## src/hw/rtl/vdld_pkg.sv

```systemverilog
// Package for the vector display list decoder.
// Holds the opcode codes, the queued command type and shared sizes.
// No dependencies.
package vdld_pkg;

    localparam int WORD_W      = 16;
    localparam int BRIGHT_W    = 5;
    localparam int SCALE_W     = 4;
    localparam int QUEUE_DEPTH = 2;

    localparam logic [3:0] OP_LONG_MAX = 4'h9;
    localparam logic [3:0] OP_LABS     = 4'hA;
    localparam logic [3:0] OP_RTSL     = 4'hD;
    localparam logic [3:0] OP_SVEC     = 4'hF;

    localparam logic [WORD_W-1:0] DAC_MASK = 16'hFFFC;

    typedef enum logic [1:0] {
        CMD_SEG  = 2'd0,
        CMD_LABS = 2'd1,
        CMD_END  = 2'd2
    } cmd_kind_t;

    // One decoded instruction travelling from front to back.
    // For CMD_SEG, dx/dy are pre-scaled deltas before global scale and mirror.
    // For CMD_LABS, dx/dy are the new beam position.
    typedef struct packed {
        cmd_kind_t             kind;
        logic [WORD_W-1:0]     dx;
        logic [WORD_W-1:0]     dy;
        logic [BRIGHT_W-1:0]   bright;
        logic [SCALE_W-1:0]    scale;
        logic                  mirror_x;
        logic                  mirror_y;
        logic                  bad;
    } cmd_t;

endpackage

```

## src/hw/rtl/vdld_front.sv

```systemverilog
// Front end of the vector display list decoder: accepts list words,
// pairs two-word opcodes and classifies them into queued commands.
// Depends on vdld_pkg.
module vdld_front (
    input  logic                                aclk,
    input  logic                                aresetn,
    input  logic                                s_tvalid,
    output logic                                s_tready,
    input  logic [vdld_pkg::WORD_W-1:0]         s_tdata,
    input  logic [2:0]                          s_tuser,
    input  logic                                q_full,
    output logic                                q_push,
    output vdld_pkg::cmd_t                      q_cmd
);

    logic                        awaiting_reg, awaiting_next;
    logic [vdld_pkg::WORD_W-1:0] held_reg, held_next;

    logic                        accept;
    logic                        hold_first;
    logic [vdld_pkg::WORD_W-1:0] w;
    logic [3:0]                  op;
    logic [3:0]                  first_op;

    function automatic logic [vdld_pkg::WORD_W-1:0] sign_mag(
        input logic [vdld_pkg::WORD_W-1:0] mag,
        input logic                        neg
    );
        return neg ? (16'd0 - mag) : mag;
    endfunction

    // times four, then arithmetic shift right
    function automatic logic [vdld_pkg::WORD_W-1:0] prescale(
        input logic [vdld_pkg::WORD_W-1:0] d,
        input logic [3:0]                  rsh
    );
        logic signed [vdld_pkg::WORD_W-1:0] t;
        t = $signed({d[13:0], 2'b00});
        return t >>> rsh;
    endfunction

    assign w        = s_tdata;
    assign op       = w[15:12];
    assign first_op = held_reg[15:12];
    assign s_tready = !q_full;
    assign accept   = s_tvalid && s_tready;

    always_comb begin
        q_cmd          = '0;
        q_cmd.kind     = vdld_pkg::CMD_END;
        q_cmd.mirror_x = s_tuser[0];
        q_cmd.mirror_y = s_tuser[1];
        hold_first     = 1'b0;
        if (awaiting_reg) begin
            if (first_op == vdld_pkg::OP_LABS) begin
                q_cmd.kind  = vdld_pkg::CMD_LABS;
                q_cmd.dy    = {4'd0, held_reg[9:0], 2'b00};
                q_cmd.dx    = {4'd0, w[9:0], 2'b00};
                q_cmd.scale = w[15:12];
            end else begin
                q_cmd.kind   = vdld_pkg::CMD_SEG;
                q_cmd.dy     = prescale(sign_mag({6'd0, held_reg[9:0]}, held_reg[10]),
                                        vdld_pkg::OP_LONG_MAX - first_op);
                q_cmd.dx     = prescale(sign_mag({6'd0, w[9:0]}, w[10]),
                                        vdld_pkg::OP_LONG_MAX - first_op);
                q_cmd.bright = {1'b0, w[15:12]};
            end
        end else begin
            unique case (op) inside
                [4'h0:vdld_pkg::OP_LONG_MAX], vdld_pkg::OP_LABS: begin
                    hold_first = 1'b1;
                end
                vdld_pkg::OP_SVEC: begin
                    q_cmd.kind   = vdld_pkg::CMD_SEG;
                    q_cmd.dy     = prescale(sign_mag({6'd0, w[9:8], 8'd0}, w[10]),
                                            4'd7 - {2'b00, w[3], w[11]});
                    q_cmd.dx     = prescale(sign_mag({6'd0, w[1:0], 8'd0}, w[2]),
                                            4'd7 - {2'b00, w[3], w[11]});
                    q_cmd.bright = {1'b0, w[7:4]} + (s_tuser[2] ? 5'd2 : 5'd0);
                end
                default: begin
                    q_cmd.kind = vdld_pkg::CMD_END;
                    q_cmd.bad  = (op != vdld_pkg::OP_RTSL);
                end
            endcase
        end
    end

    assign q_push = accept && !hold_first;

    always_comb begin
        awaiting_next = awaiting_reg;
        held_next     = held_reg;
        if (accept) begin
            awaiting_next = hold_first;
            if (hold_first) begin
                held_next = w;
            end
        end
    end

    always_ff @(posedge aclk) begin
        if (!aresetn) begin
            awaiting_reg <= 1'b0;
            held_reg     <= '0;
        end else begin
            awaiting_reg <= awaiting_next;
            held_reg     <= held_next;
        end
    end

endmodule

```

## src/hw/rtl/vdld_queue.sv

```systemverilog
// Short command queue between decoder front and back.
// Depends on vdld_pkg.
module vdld_queue #(
    parameter int DEPTH = vdld_pkg::QUEUE_DEPTH
) (
    input  logic           aclk,
    input  logic           aresetn,
    input  logic           push,
    input  vdld_pkg::cmd_t push_cmd,
    input  logic           pop,
    output logic           full,
    output logic           not_empty,
    output vdld_pkg::cmd_t head_cmd
);

    localparam int PTR_W = $clog2(DEPTH);
    localparam int CNT_W = $clog2(DEPTH + 1);

    vdld_pkg::cmd_t   mem [DEPTH];
    logic [PTR_W-1:0] wr_ptr_reg, wr_ptr_next;
    logic [PTR_W-1:0] rd_ptr_reg, rd_ptr_next;
    logic [CNT_W-1:0] count_reg, count_next;

    function automatic logic [PTR_W-1:0] bump(input logic [PTR_W-1:0] p);
        return (p == PTR_W'(DEPTH - 1)) ? '0 : p + PTR_W'(1);
    endfunction

    assign full      = (count_reg == CNT_W'(DEPTH));
    assign not_empty = (count_reg != '0);
    assign head_cmd  = mem[rd_ptr_reg];

    always_comb begin
        wr_ptr_next = push ? bump(wr_ptr_reg) : wr_ptr_reg;
        rd_ptr_next = pop ? bump(rd_ptr_reg) : rd_ptr_reg;
        count_next  = count_reg;
        if (push && !pop) begin
            count_next = count_reg + CNT_W'(1);
        end else if (!push && pop) begin
            count_next = count_reg - CNT_W'(1);
        end
    end

    always_ff @(posedge aclk) begin
        if (push) begin
            mem[wr_ptr_reg] <= push_cmd;
        end
    end

    always_ff @(posedge aclk) begin
        if (!aresetn) begin
            wr_ptr_reg <= '0;
            rd_ptr_reg <= '0;
            count_reg  <= '0;
        end else begin
            wr_ptr_reg <= wr_ptr_next;
            rd_ptr_reg <= rd_ptr_next;
            count_reg  <= count_next;
        end
    end

endmodule

```

## src/hw/rtl/vdld_back.sv

```systemverilog
// Back end of the vector display list decoder: keeps beam position, global
// scale and DAC mode, executes queued commands into the output register.
// Depends on vdld_pkg.
module vdld_back (
    input  logic                         aclk,
    input  logic                         aresetn,
    input  logic                         cfg_we,
    input  logic                         cfg_wdata,
    input  logic                         q_not_empty,
    input  vdld_pkg::cmd_t               q_head,
    output logic                         q_pop,
    output logic                         m_tvalid,
    input  logic                         m_tready,
    output logic [71:0]                  m_tdata,
    output logic                         m_tlast,
    output logic                         m_tuser
);

    logic [vdld_pkg::WORD_W-1:0]  beam_x_reg, beam_x_next;
    logic [vdld_pkg::WORD_W-1:0]  beam_y_reg, beam_y_next;
    logic [vdld_pkg::SCALE_W-1:0] scale_reg, scale_next;
    logic                         dac_reg;

    logic                         out_valid_reg, out_valid_next;
    logic [vdld_pkg::WORD_W-1:0]  start_x_reg, start_x_next;
    logic [vdld_pkg::WORD_W-1:0]  start_y_reg, start_y_next;
    logic [vdld_pkg::WORD_W-1:0]  step_x_reg, step_x_next;
    logic [vdld_pkg::WORD_W-1:0]  step_y_reg, step_y_next;
    logic [vdld_pkg::BRIGHT_W-1:0] bright_reg, bright_next;
    logic                         visible_reg, visible_next;
    logic                         finished_reg, finished_next;
    logic                         bad_reg, bad_next;

    logic                         slot_free;
    logic [vdld_pkg::WORD_W-1:0]  seg_dx, seg_dy;
    logic [vdld_pkg::WORD_W-1:0]  pos_mask;

    function automatic logic [vdld_pkg::WORD_W-1:0] apply_scale(
        input logic [vdld_pkg::WORD_W-1:0]  t,
        input logic [vdld_pkg::SCALE_W-1:0] sc
    );
        logic signed [vdld_pkg::WORD_W-1:0] ts;
        ts = $signed(t);
        // codes 8..15 shift right by 16 - code
        if (sc[3]) begin
            return ts >>> (4'd0 - sc);
        end
        return t << sc[2:0];
    endfunction

    assign slot_free = !out_valid_reg || m_tready;
    assign q_pop     = q_not_empty && slot_free;
    assign pos_mask  = dac_reg ? vdld_pkg::DAC_MASK : 16'hFFFF;

    always_comb begin
        seg_dx = apply_scale(q_head.dx, scale_reg);
        seg_dy = apply_scale(q_head.dy, scale_reg);
        if (q_head.mirror_x) begin
            seg_dx = 16'd0 - seg_dx;
        end
        if (q_head.mirror_y) begin
            seg_dy = 16'd0 - seg_dy;
        end
    end

    always_comb begin
        beam_x_next    = beam_x_reg;
        beam_y_next    = beam_y_reg;
        scale_next     = scale_reg;
        out_valid_next = out_valid_reg && !m_tready;
        start_x_next   = start_x_reg;
        start_y_next   = start_y_reg;
        step_x_next    = step_x_reg;
        step_y_next    = step_y_reg;
        bright_next    = bright_reg;
        visible_next   = visible_reg;
        finished_next  = finished_reg;
        bad_next       = bad_reg;
        if (q_pop) begin
            case (q_head.kind)
                vdld_pkg::CMD_SEG: begin
                    out_valid_next = 1'b1;
                    start_x_next   = beam_x_reg & pos_mask;
                    start_y_next   = beam_y_reg & pos_mask;
                    step_x_next    = seg_dx;
                    step_y_next    = seg_dy;
                    bright_next    = q_head.bright;
                    visible_next   = (q_head.bright != '0);
                    finished_next  = 1'b0;
                    bad_next       = 1'b0;
                    beam_x_next    = beam_x_reg + seg_dx;
                    beam_y_next    = beam_y_reg + seg_dy;
                end
                vdld_pkg::CMD_LABS: begin
                    beam_x_next = q_head.dx;
                    beam_y_next = q_head.dy;
                    scale_next  = q_head.scale;
                end
                default: begin
                    out_valid_next = 1'b1;
                    start_x_next   = '0;
                    start_y_next   = '0;
                    step_x_next    = '0;
                    step_y_next    = '0;
                    bright_next    = '0;
                    visible_next   = 1'b0;
                    finished_next  = 1'b1;
                    bad_next       = q_head.bad;
                end
            endcase
        end
    end

    always_ff @(posedge aclk) begin
        if (!aresetn) begin
            beam_x_reg    <= '0;
            beam_y_reg    <= '0;
            scale_reg     <= '0;
            dac_reg       <= 1'b0;
            out_valid_reg <= 1'b0;
        end else begin
            beam_x_reg    <= beam_x_next;
            beam_y_reg    <= beam_y_next;
            scale_reg     <= scale_next;
            out_valid_reg <= out_valid_next;
            if (cfg_we) begin
                dac_reg <= cfg_wdata;
            end
        end
    end

    always_ff @(posedge aclk) begin
        start_x_reg  <= start_x_next;
        start_y_reg  <= start_y_next;
        step_x_reg   <= step_x_next;
        step_y_reg   <= step_y_next;
        bright_reg   <= bright_next;
        visible_reg  <= visible_next;
        finished_reg <= finished_next;
        bad_reg      <= bad_next;
    end

    assign m_tvalid = out_valid_reg;
    assign m_tdata  = {2'b00, visible_reg, bright_reg, step_y_reg, step_x_reg,
                       start_y_reg, start_x_reg};
    assign m_tlast  = finished_reg;
    assign m_tuser  = bad_reg;

endmodule

```

## src/hw/rtl/vector_display_list_decoder.sv

```systemverilog
// Vector display list decoder, top level.
// Throughput: one list word per cycle while m_tready stays high, with a
// combinational decode in the front and a combinational scale/add in the back.
// A segment or end result is written into the queue when its last word is
// transferred and moves on to the output register once that register is free.
// LABS gives no result. Reset (aresetn low, synchronous) clears beam, scale,
// pending word, queue, output valid and DAC mode.
module vector_display_list_decoder #(
    parameter int QUEUE_DEPTH = vdld_pkg::QUEUE_DEPTH
) (
    input  logic        aclk,
    input  logic        aresetn,
    input  logic        cfg_we,
    input  logic        cfg_wdata,       // dac_ten_bit
    input  logic        s_tvalid,
    output logic        s_tready,
    input  logic [15:0] s_tdata,         // instr_word
    input  logic [2:0]  s_tuser,         // mirror_x, mirror_y, boost
    output logic        m_tvalid,
    input  logic        m_tready,
    output logic [71:0] m_tdata,         // start_x, start_y, step_x, step_y,
                                         // intensity[4:0], visible, 2'b0 pad
    output logic        m_tlast,         // finished
    output logic        m_tuser          // bad_opcode
);

    logic           q_full;
    logic           q_push;
    logic           q_pop;
    logic           q_not_empty;
    vdld_pkg::cmd_t q_in;
    vdld_pkg::cmd_t q_head;

    vdld_front u_front (
        .aclk     (aclk),
        .aresetn  (aresetn),
        .s_tvalid (s_tvalid),
        .s_tready (s_tready),
        .s_tdata  (s_tdata),
        .s_tuser  (s_tuser),
        .q_full   (q_full),
        .q_push   (q_push),
        .q_cmd    (q_in)
    );

    vdld_queue #(
        .DEPTH (QUEUE_DEPTH)
    ) u_queue (
        .aclk      (aclk),
        .aresetn   (aresetn),
        .push      (q_push),
        .push_cmd  (q_in),
        .pop       (q_pop),
        .full      (q_full),
        .not_empty (q_not_empty),
        .head_cmd  (q_head)
    );

    vdld_back u_back (
        .aclk        (aclk),
        .aresetn     (aresetn),
        .cfg_we      (cfg_we),
        .cfg_wdata   (cfg_wdata),
        .q_not_empty (q_not_empty),
        .q_head      (q_head),
        .q_pop       (q_pop),
        .m_tvalid    (m_tvalid),
        .m_tready    (m_tready),
        .m_tdata     (m_tdata),
        .m_tlast     (m_tlast),
        .m_tuser     (m_tuser)
    );

endmodule

```

## config.mk

```make
export PLATFORM = sky130hd
export DESIGN_NAME = vector_display_list_decoder
export DESIGN_NICKNAME = d
export VERILOG_FILES = /design/src/hw/rtl/vdld_pkg.sv /design/src/hw/rtl/vdld_front.sv /design/src/hw/rtl/vdld_queue.sv /design/src/hw/rtl/vdld_back.sv /design/src/hw/rtl/vector_display_list_decoder.sv
export SDC_FILE = /design/constraint.sdc
export NUM_CORES = 1
export LEC_CHECK = 0
export ABC_AREA = 1
export ABC_CLOCK_PERIOD_IN_PS = 5800
export BUFFER_PORTS_ARGS = -buffer_cell sky130_fd_sc_hd__buf_2
export CAP_MARGIN = 20
export CORE_UTILIZATION = 62
export CTS_CLUSTER_SIZE = 40
export DETAILED_ROUTE_END_ITERATION = 7
export GPL_TIMING_DRIVEN = 0
export PLACE_DENSITY = 0.93
export SLEW_MARGIN = 20
export SYNTH_ARGS = -nofsm -noshare
export SYNTH_HDL_FRONTEND = slang
export SYNTH_SLANG_ARGS = --single-unit
```

## constraint.sdc

```tcl
create_clock -name aclk -period 5.8 [get_ports aclk]
set_clock_uncertainty 0.05 [all_clocks]
set_input_delay 0.29 -clock aclk [delete_from_list [all_inputs] [get_ports aclk]]
set_output_delay 0.29 -clock aclk [all_outputs]
set_load 0.01 [all_outputs]
```

# Yosys cells after proc, flatten, opt, wreduce, memory -nomap -nowiden
# Memories as Yosys holds them, arrays and structs flattened. A register that Yosys moved wholly into a read port is not among the register bits.
# Index checks and enable logic that the tools add are counted.
[word_totals]
output_inout_bits = 76
in_bits = 25
n_memories = 1
wordCells = 123
ff_bits = 131
ramBits = 92
[mem_list]
columns = ["name", "depth", "width", "read_ports", "rd_clocked_by_memory_dff", "write_ports", "line", "text"]
rows = [
  ["u_queue.mem", 2, 46, 1, 1, 1, "vdld_queue.sv:19", "vdld_pkg::cmd_t mem [DEPTH];"],
]
[op_classes]
reduce_logical = 25
shifts = 8
order_cmp = 2
muxes = 44
addsub = 16
bitwise = 3
n_eq_ne = 6
[ops]
columns = ["operator", "n"]
rows = [
  ["one-hot mux 16 bit (2 select lines)", 6],
  ["2-to-1 mux 16 bit", 6],
  [">>> shifter 16 x 4 -> 16 bit", 6],
  ["2-to-1 mux 14 bit", 4],
  ["subtractor 1 x 10 -> 11 bit, first input constant", 4],
  ["2-to-1 mux 39 bit", 1],
  ["2-to-1 mux 37 bit", 1],
  ["2-to-1 mux 33 bit", 1],
  ["adder 16 bit", 2],
  ["bitwise AND 16 bit", 2],
  ["<< shifter 16 x 3 -> 16 bit", 2],
  ["subtractor 1 x 16 -> 16 bit, first input constant", 2],
  ["2-to-1 mux 1 bit", 13],
  ["== test 4 bit, second input constant", 3],
  ["2-to-1 mux 4 bit", 3],
  ["2-to-1 mux 2 bit", 5],
  ["one-hot mux 5 bit (2 select lines)", 1],
  ["AND reduction 2 bit", 4],
  ["logical AND 1 bit", 7],
  ["zero test 1 bit", 6],
  ["one-hot mux 1 bit (2 select lines)", 3],
  ["nonzero test 2 bit", 3],
  ["adder 4 x 5 -> 5 bit", 1],
  ["nonzero test 5 bit", 1],
  ["16 further kinds", 17],
]

# Depth between registers and ports, before layout
[depth]
ltp_word = 11
depth_mapped = 33
mapped_depth_nobuf = 31

# Hierarchy
# A second synthesis with hierarchy kept.
[unflattened]
hier_cells = 2104
hier_area_um2 = 15736.3
[modules_own_cells]
columns = ["module", "n_inst", "seq_area_each_um2", "area_each_um2", "cells_per_inst"]
rows = [
  ["vdld_back", 1, 2922.8, 9077.5, 1338],
  ["vdld_queue", 1, 2862.7, 3749.8, 178],
  ["vdld_front", 1, 320.3, 2909.0, 588],
]

# Worst setup path after synthesis
# Ideal clock, no wire load.
[synth_timing]
kind = "reg-to-reg"
from = "reg (tool-made name)"
to = "reg u_back.bright_reg[0] (netlist name), enable pin"
slack_ns = 1.101
t_arrival_ns = 4.145
stages_incl_launch_ff = 10
required_time_ns = 5.246
setup_time_ns = 0.504
synth_period_minus_slack_ns = 4.699
path_buffers = 3
cell_sequence = "dfxtp_1 -> buf_4 -> inv_2 -> buf_2 -> nand2_1 -> nand2_1 -> inv_1 -> nor2_1 -> clkbuf_1 -> nor2_1"
[synth_rtl]
columns = ["element", "line", "text"]
rows = [
  ["end signal, assigned", "vdld_back.sv:137", "bright_reg <= bright_next;"],
  ["end, declared", "vdld_back.sv:29", "logic [vdld_pkg::BRIGHT_W-1:0] bright_reg, bright_next;"],
]

# Final worst setup path
[layout_timing]
from = "reg u_back.scale_reg[0] (netlist name)"
to = "reg u_back.beam_x_reg[15] (netlist name)"
[layout_via]
elab_chain_cells = 8
word_cells_on_any_way = 9
cone_classes = "3 x add/sub; 2 x shift; 4 x mux"
[layout_lines]
columns = ["element", "line", "text"]
rows = [
  ["start, declared", "vdld_back.sv:21", "logic [vdld_pkg::SCALE_W-1:0] scale_reg, scale_next;"],
  ["start signal, assigned", "vdld_back.sv:124", "scale_reg <= scale_next;"],
  ["subtractor 1 x 4 -> 4 bit", "vdld_back.sv:46", "return ts >>> (4'd0 - sc);"],
  [">>> shifter 16 x 4 -> 16 bit", "vdld_back.sv:46", ""],
  ["2-to-1 mux 16 bit", "vdld_back.sv:45", "if (sc[3]) begin"],
  ["2-to-1 mux 16 bit *", "vdld_back.sv:48", "return t << sc[2:0];"],
  ["subtractor 1 x 16 -> 16 bit", "vdld_back.sv:59", "seg_dx = 16'd0 - seg_dx;"],
  ["2-to-1 mux 16 bit *", "vdld_back.sv:58", "if (q_head.mirror_x) begin"],
  ["net u_back.seg_dx, one bit", "vdld_back.sv:35", "logic [vdld_pkg::WORD_W-1:0] seg_dx, seg_dy;"],
  ["adder 16 bit *", "vdld_back.sv:91", "beam_x_next = beam_x_reg + seg_dx;"],
  ["one-hot mux 16 bit (2 select lines) *", "vdld_back.sv:80", "case (q_head.kind)"],
  ["end signal, assigned", "vdld_back.sv:122", "beam_x_reg <= beam_x_next;"],
  ["end, declared", "vdld_back.sv:19", "logic [vdld_pkg::WORD_W-1:0] beam_x_reg, beam_x_next;"],
]
# Mark *: on every way through the listed nets, which the timed path passes. The rest lies on a longest branch. The select of a mux whose other input is x is not followed.
# A chain may end at the register's enable or synchronous reset.

==> flow_results.org <==
** Status
- The flow ran to the end, and the final reports show no timing, DRC or antenna violations.

** Clock network
- Clock transition at the registers of the reported paths :: roughly 0.060 ns
- For this design, the sink count on the clock tree is between 200 and 250.
- Deepest clock path buffer count :: 3
- Clock tree from TritonCTS :: done
- Counting the buffers created by CTS gives 23.
- For the worst-skew pair, the clock arrives at the later sink with an insertion delay of 0.53 ns.
- Buffer cell driving the clock tree root :: clkbuf_16
- In this run the number of H-tree levels came out at 1.

** Yosys
- The netlist uses between 50 and 60 different library cells.
- Of all cell types, the one taking the most synthesized area is edfxtp_1.
- For this run, the leading register cell type out of synthesis is edfxtp_1.
- Sequential elements use roughly two fifths of the synthesized area.
- For this run, asynchronously set or reset flops after synthesis account for 0%.
- Cell area after technology mapping :: 0.0139 mm^2
- Largest cells by area after synthesis :: edfxtp_1 33%, nand2_1 12%, dfxtp_1 8.5%, o21ai_0 6.5%, nand3_1 6.3%
- #FFs+latches synth :: 211
- Number of instances in the synthesized netlist :: 1874
- Averaged over all synthesized cells, the footprint is 7.43 um^2.
- Most frequently used cell type in the post-synthesis netlist :: nand2_1
- Most common library cells after synthesis :: 432 x nand2_1, 203 x inv_1, 182 x nor2_1, 180 x o21ai_0, 175 x nand3_1
- Number of synthesized flops with an enable pin :: 152
- Yosys printed 0 warnings.
- In this run the biggest area consumer among cell types represents 32.8% of the synthesized area.

** STA
- Across all setup checks in the final design, the least slack found is 0.327 ns.
- Count of pins over their slew limit :: 0
- Setup repair after global routing left no endpoint under its margin.
- Final setup viols :: 0
- The clock period could shrink to 5.47 ns.
- Endpoints failing hold :: 0
- Highest clock rate :: roughly 180 MHz
- Of the available clock period, the critical path in the final layout requires between 90% and 100%.
- Final hold analysis gives a worst-case slack of between 0.02 and 0.03 ns.
- For the pin with the worst max-slew slack, the measured transition is around 1.2 ns.
- Max_slew headroom :: 18.5%

** Power
- Part of the total power dissipated in combinational logic :: 63.8%
- Fraction of power consumed by the clock network :: 13.9%
- Net switching component of the power :: 5.62 mW
- Leakage :: 7.10 nW
- In this run switching power makes up 51.6% of total power.
- Register share of total power :: between 20% and 30%
- VDD IR-drop max :: 349 uV
- Cell internal power was estimated by the tool at 5.27 mW.
- In this run the power density over the cells is about 700 mW/mm^2.
- Summing internal, switching and leakage power gives 10.9 mW.

** Critical path
- Worst Path Required :: 6.20 ns
- Critical path's slowest cell :: ha_1
- Max stage delay on crit path :: between 0.3 and 0.4 ns
- Arrival time worst endpoint :: 5.88 ns
- By instance count, the cell type seen most on the critical path is nand2_1.
- Counting cells, the worst reg-to-reg path comes to 28.
- Setup slack of the worst register-to-register path :: 0.33 ns
- Crit Path Category :: register to register
- Of all nets on the critical path, the largest fanout is 10.
- STA classifies the critical path endpoint as a register.
- Worst Setup Start Kind :: register

** Detailed routing
- Vias post-DR :: 14501
- Routed length per instance :: 21.7 um
- Wires add up to 49900 um.
- Count of unresolved DRC violations after routing :: 0
- The count of nets left with antenna violations once routing finished came out at 0.
- For this run, the detailed router's first-pass iteration total came to 8.
- For this block, the initial DRC count from the detailed router was between 1500 and 2000.
- Average vias per placed instance :: 6.30

** Finish
- At the end of the flow, the number of nets in the layout was 2080.
- Flip-flop count of the largest register, all copies and words added :: 80
- Area of all placed cells without fillers :: 0.0157 mm^2
- The post-route netlist has about a tenth of its cells at a drive strength greater than 1.
- Compared with the post-synthesis result, the final layout area differs by 12.7%.
- Ranked by flip-flop count, first place goes to u_queue.mem.
- The repair_antennas step left the layout with diodes totalling 0.

** Floorplan
- The region available for standard cell placement spans approximately 0.022 mm^2.
- Chip height :: roughly 150 um
- Measured along the x axis, the die boundary spans between 150 and 200 um.
- The die covers 0.0231 mm^2.
- I/O pin cnt :: 101
- After floorplanning, the core was divided into 54 placement rows.
- Effective utilization at floorplan :: 63.6%

** Global routing
- Global-route wire length before repair :: 76500 um
- The initial antenna violation count was 0.
- Across every metal layer, demand over resource in global routing totals 42.6%.
- Number of global-route vias before repair :: 14063
- Largest net degree at the start of global routing :: 31
- Global routing finished with a remaining overflow of 0.

** Hold path
- The worst hold path belongs to the class input port to register.
- Counting instances, the worst hold path has a depth of 4.

** Placed design
- I/O Buffers :: 98
- DP HPWL :: 37700 um
- Final GP Congestion :: 1.05
- Before CTS, the worst setup slack after placement is 0.0450 ns.
- Area of placed instances :: 0.0149 mm^2

** Flow run
- Max-cap violations in this run came to 0.
-- worst max-delay path, delay by kind of cell (launching register included) --
| family | cells | cell delay, ns |
|---|---|---|
| xor gates and xnor gates | 2 | 0.45 |
| buffers and inverters | 8 | 1.33 |
| DFF | 1 | 0.36 |
| adders and majority gates | 3 | 0.98 |
| and+or+nand+nor | 12 | 1.76 |
| AOI/OAI and AO/OA | 3 | 0.45 |
-- metal layers --
metal	up-vias	global-route usage, %	wire length, um
li1	6570	-	-
met4	0	31.2	4040
met3	267	6.99	4700
met5	-	0	0
met2	1041	72.6	23600
met1	6623	48.4	17600
-- worst paths after layout --
path / startpoint / to
max: u_back.scale_reg[0]$_SDFFE_PN0P_ / u_back.beam_x_reg[15]$_SDFFE_PN0P_
min: m_tready / u_back.m_tvalid$_SDFF_PN0_
max reg2reg: u_back.scale_reg[0]$_SDFFE_PN0P_ / u_back.beam_x_reg[15]$_SDFFE_PN0P_
min reg2reg: u_queue.rd_ptr_reg$_SDFFE_PN0P_ / register
-- power groups by stage --
stage	Combinational (mW)	Sequential, mW	Clock (mW)
6_report	6.95	2.43	1.51
5_1_grt	7.53	2.46	1.57
4_1_cts	6.68	2.42	1.51
3_5_place_dp	6.57	2.44	0
3_3_place_gp	6.29	2.45	0
2_1_floorplan	4.53	2.55	0
-- final cells by class --
cell class	count	area, um^2
multi-input cells	1366	7040
fillers	1723	6200
flip-flops and latches	211	5750
inverters	214	803
clock buffers	31	667
repair buffers	106	611
plain buffers	83	365
well taps	280	350
clock inverters	10	106
-- through the flow --
step / instances / setup TNS, ns / utilization [%]
floorplan: 1875 / 0 / -
global placement: 2253 / -36.05 / 67.4
detailed placement: 2257 / 0 / 67.9
CTS: 2301 / 0 / 71.6
global route: 2301 / 0 / 71.7
finish: 2301 / 0 / 71.7
-- cells by family after synthesis --
family,count (synthesis),synth area share (%)
compound gates,413,16.4
xor+xnor,56,3.66
fa+ha+maj,50,4.60
simple gates,834,24.9
buf+inv,298,8.39
flops,211,41.3
other cells,1,0.0269
mux,11,0.791
-- cells in the final DEF (no fill, tap or decap), types with 51 or more instances in the layout --
master    instances
nand2_1         432
inv_1           203
nor2_1          179
o21ai_0         177
nand3_1         175
edfxtp_1        152
a21oi_1         125
buf_2           110
dfxtp_1          59
clkbuf_1         51
-- repair_timing --
item                                    4_1_cts  5_1_grt
resized for setup                             0       13
hold buffers                                  4        0
buffers inserted                              0        0
endpoints found under the setup margin        2       11
hold endpoints to repair                      5        0
Power figures use the tool's default switching activity.
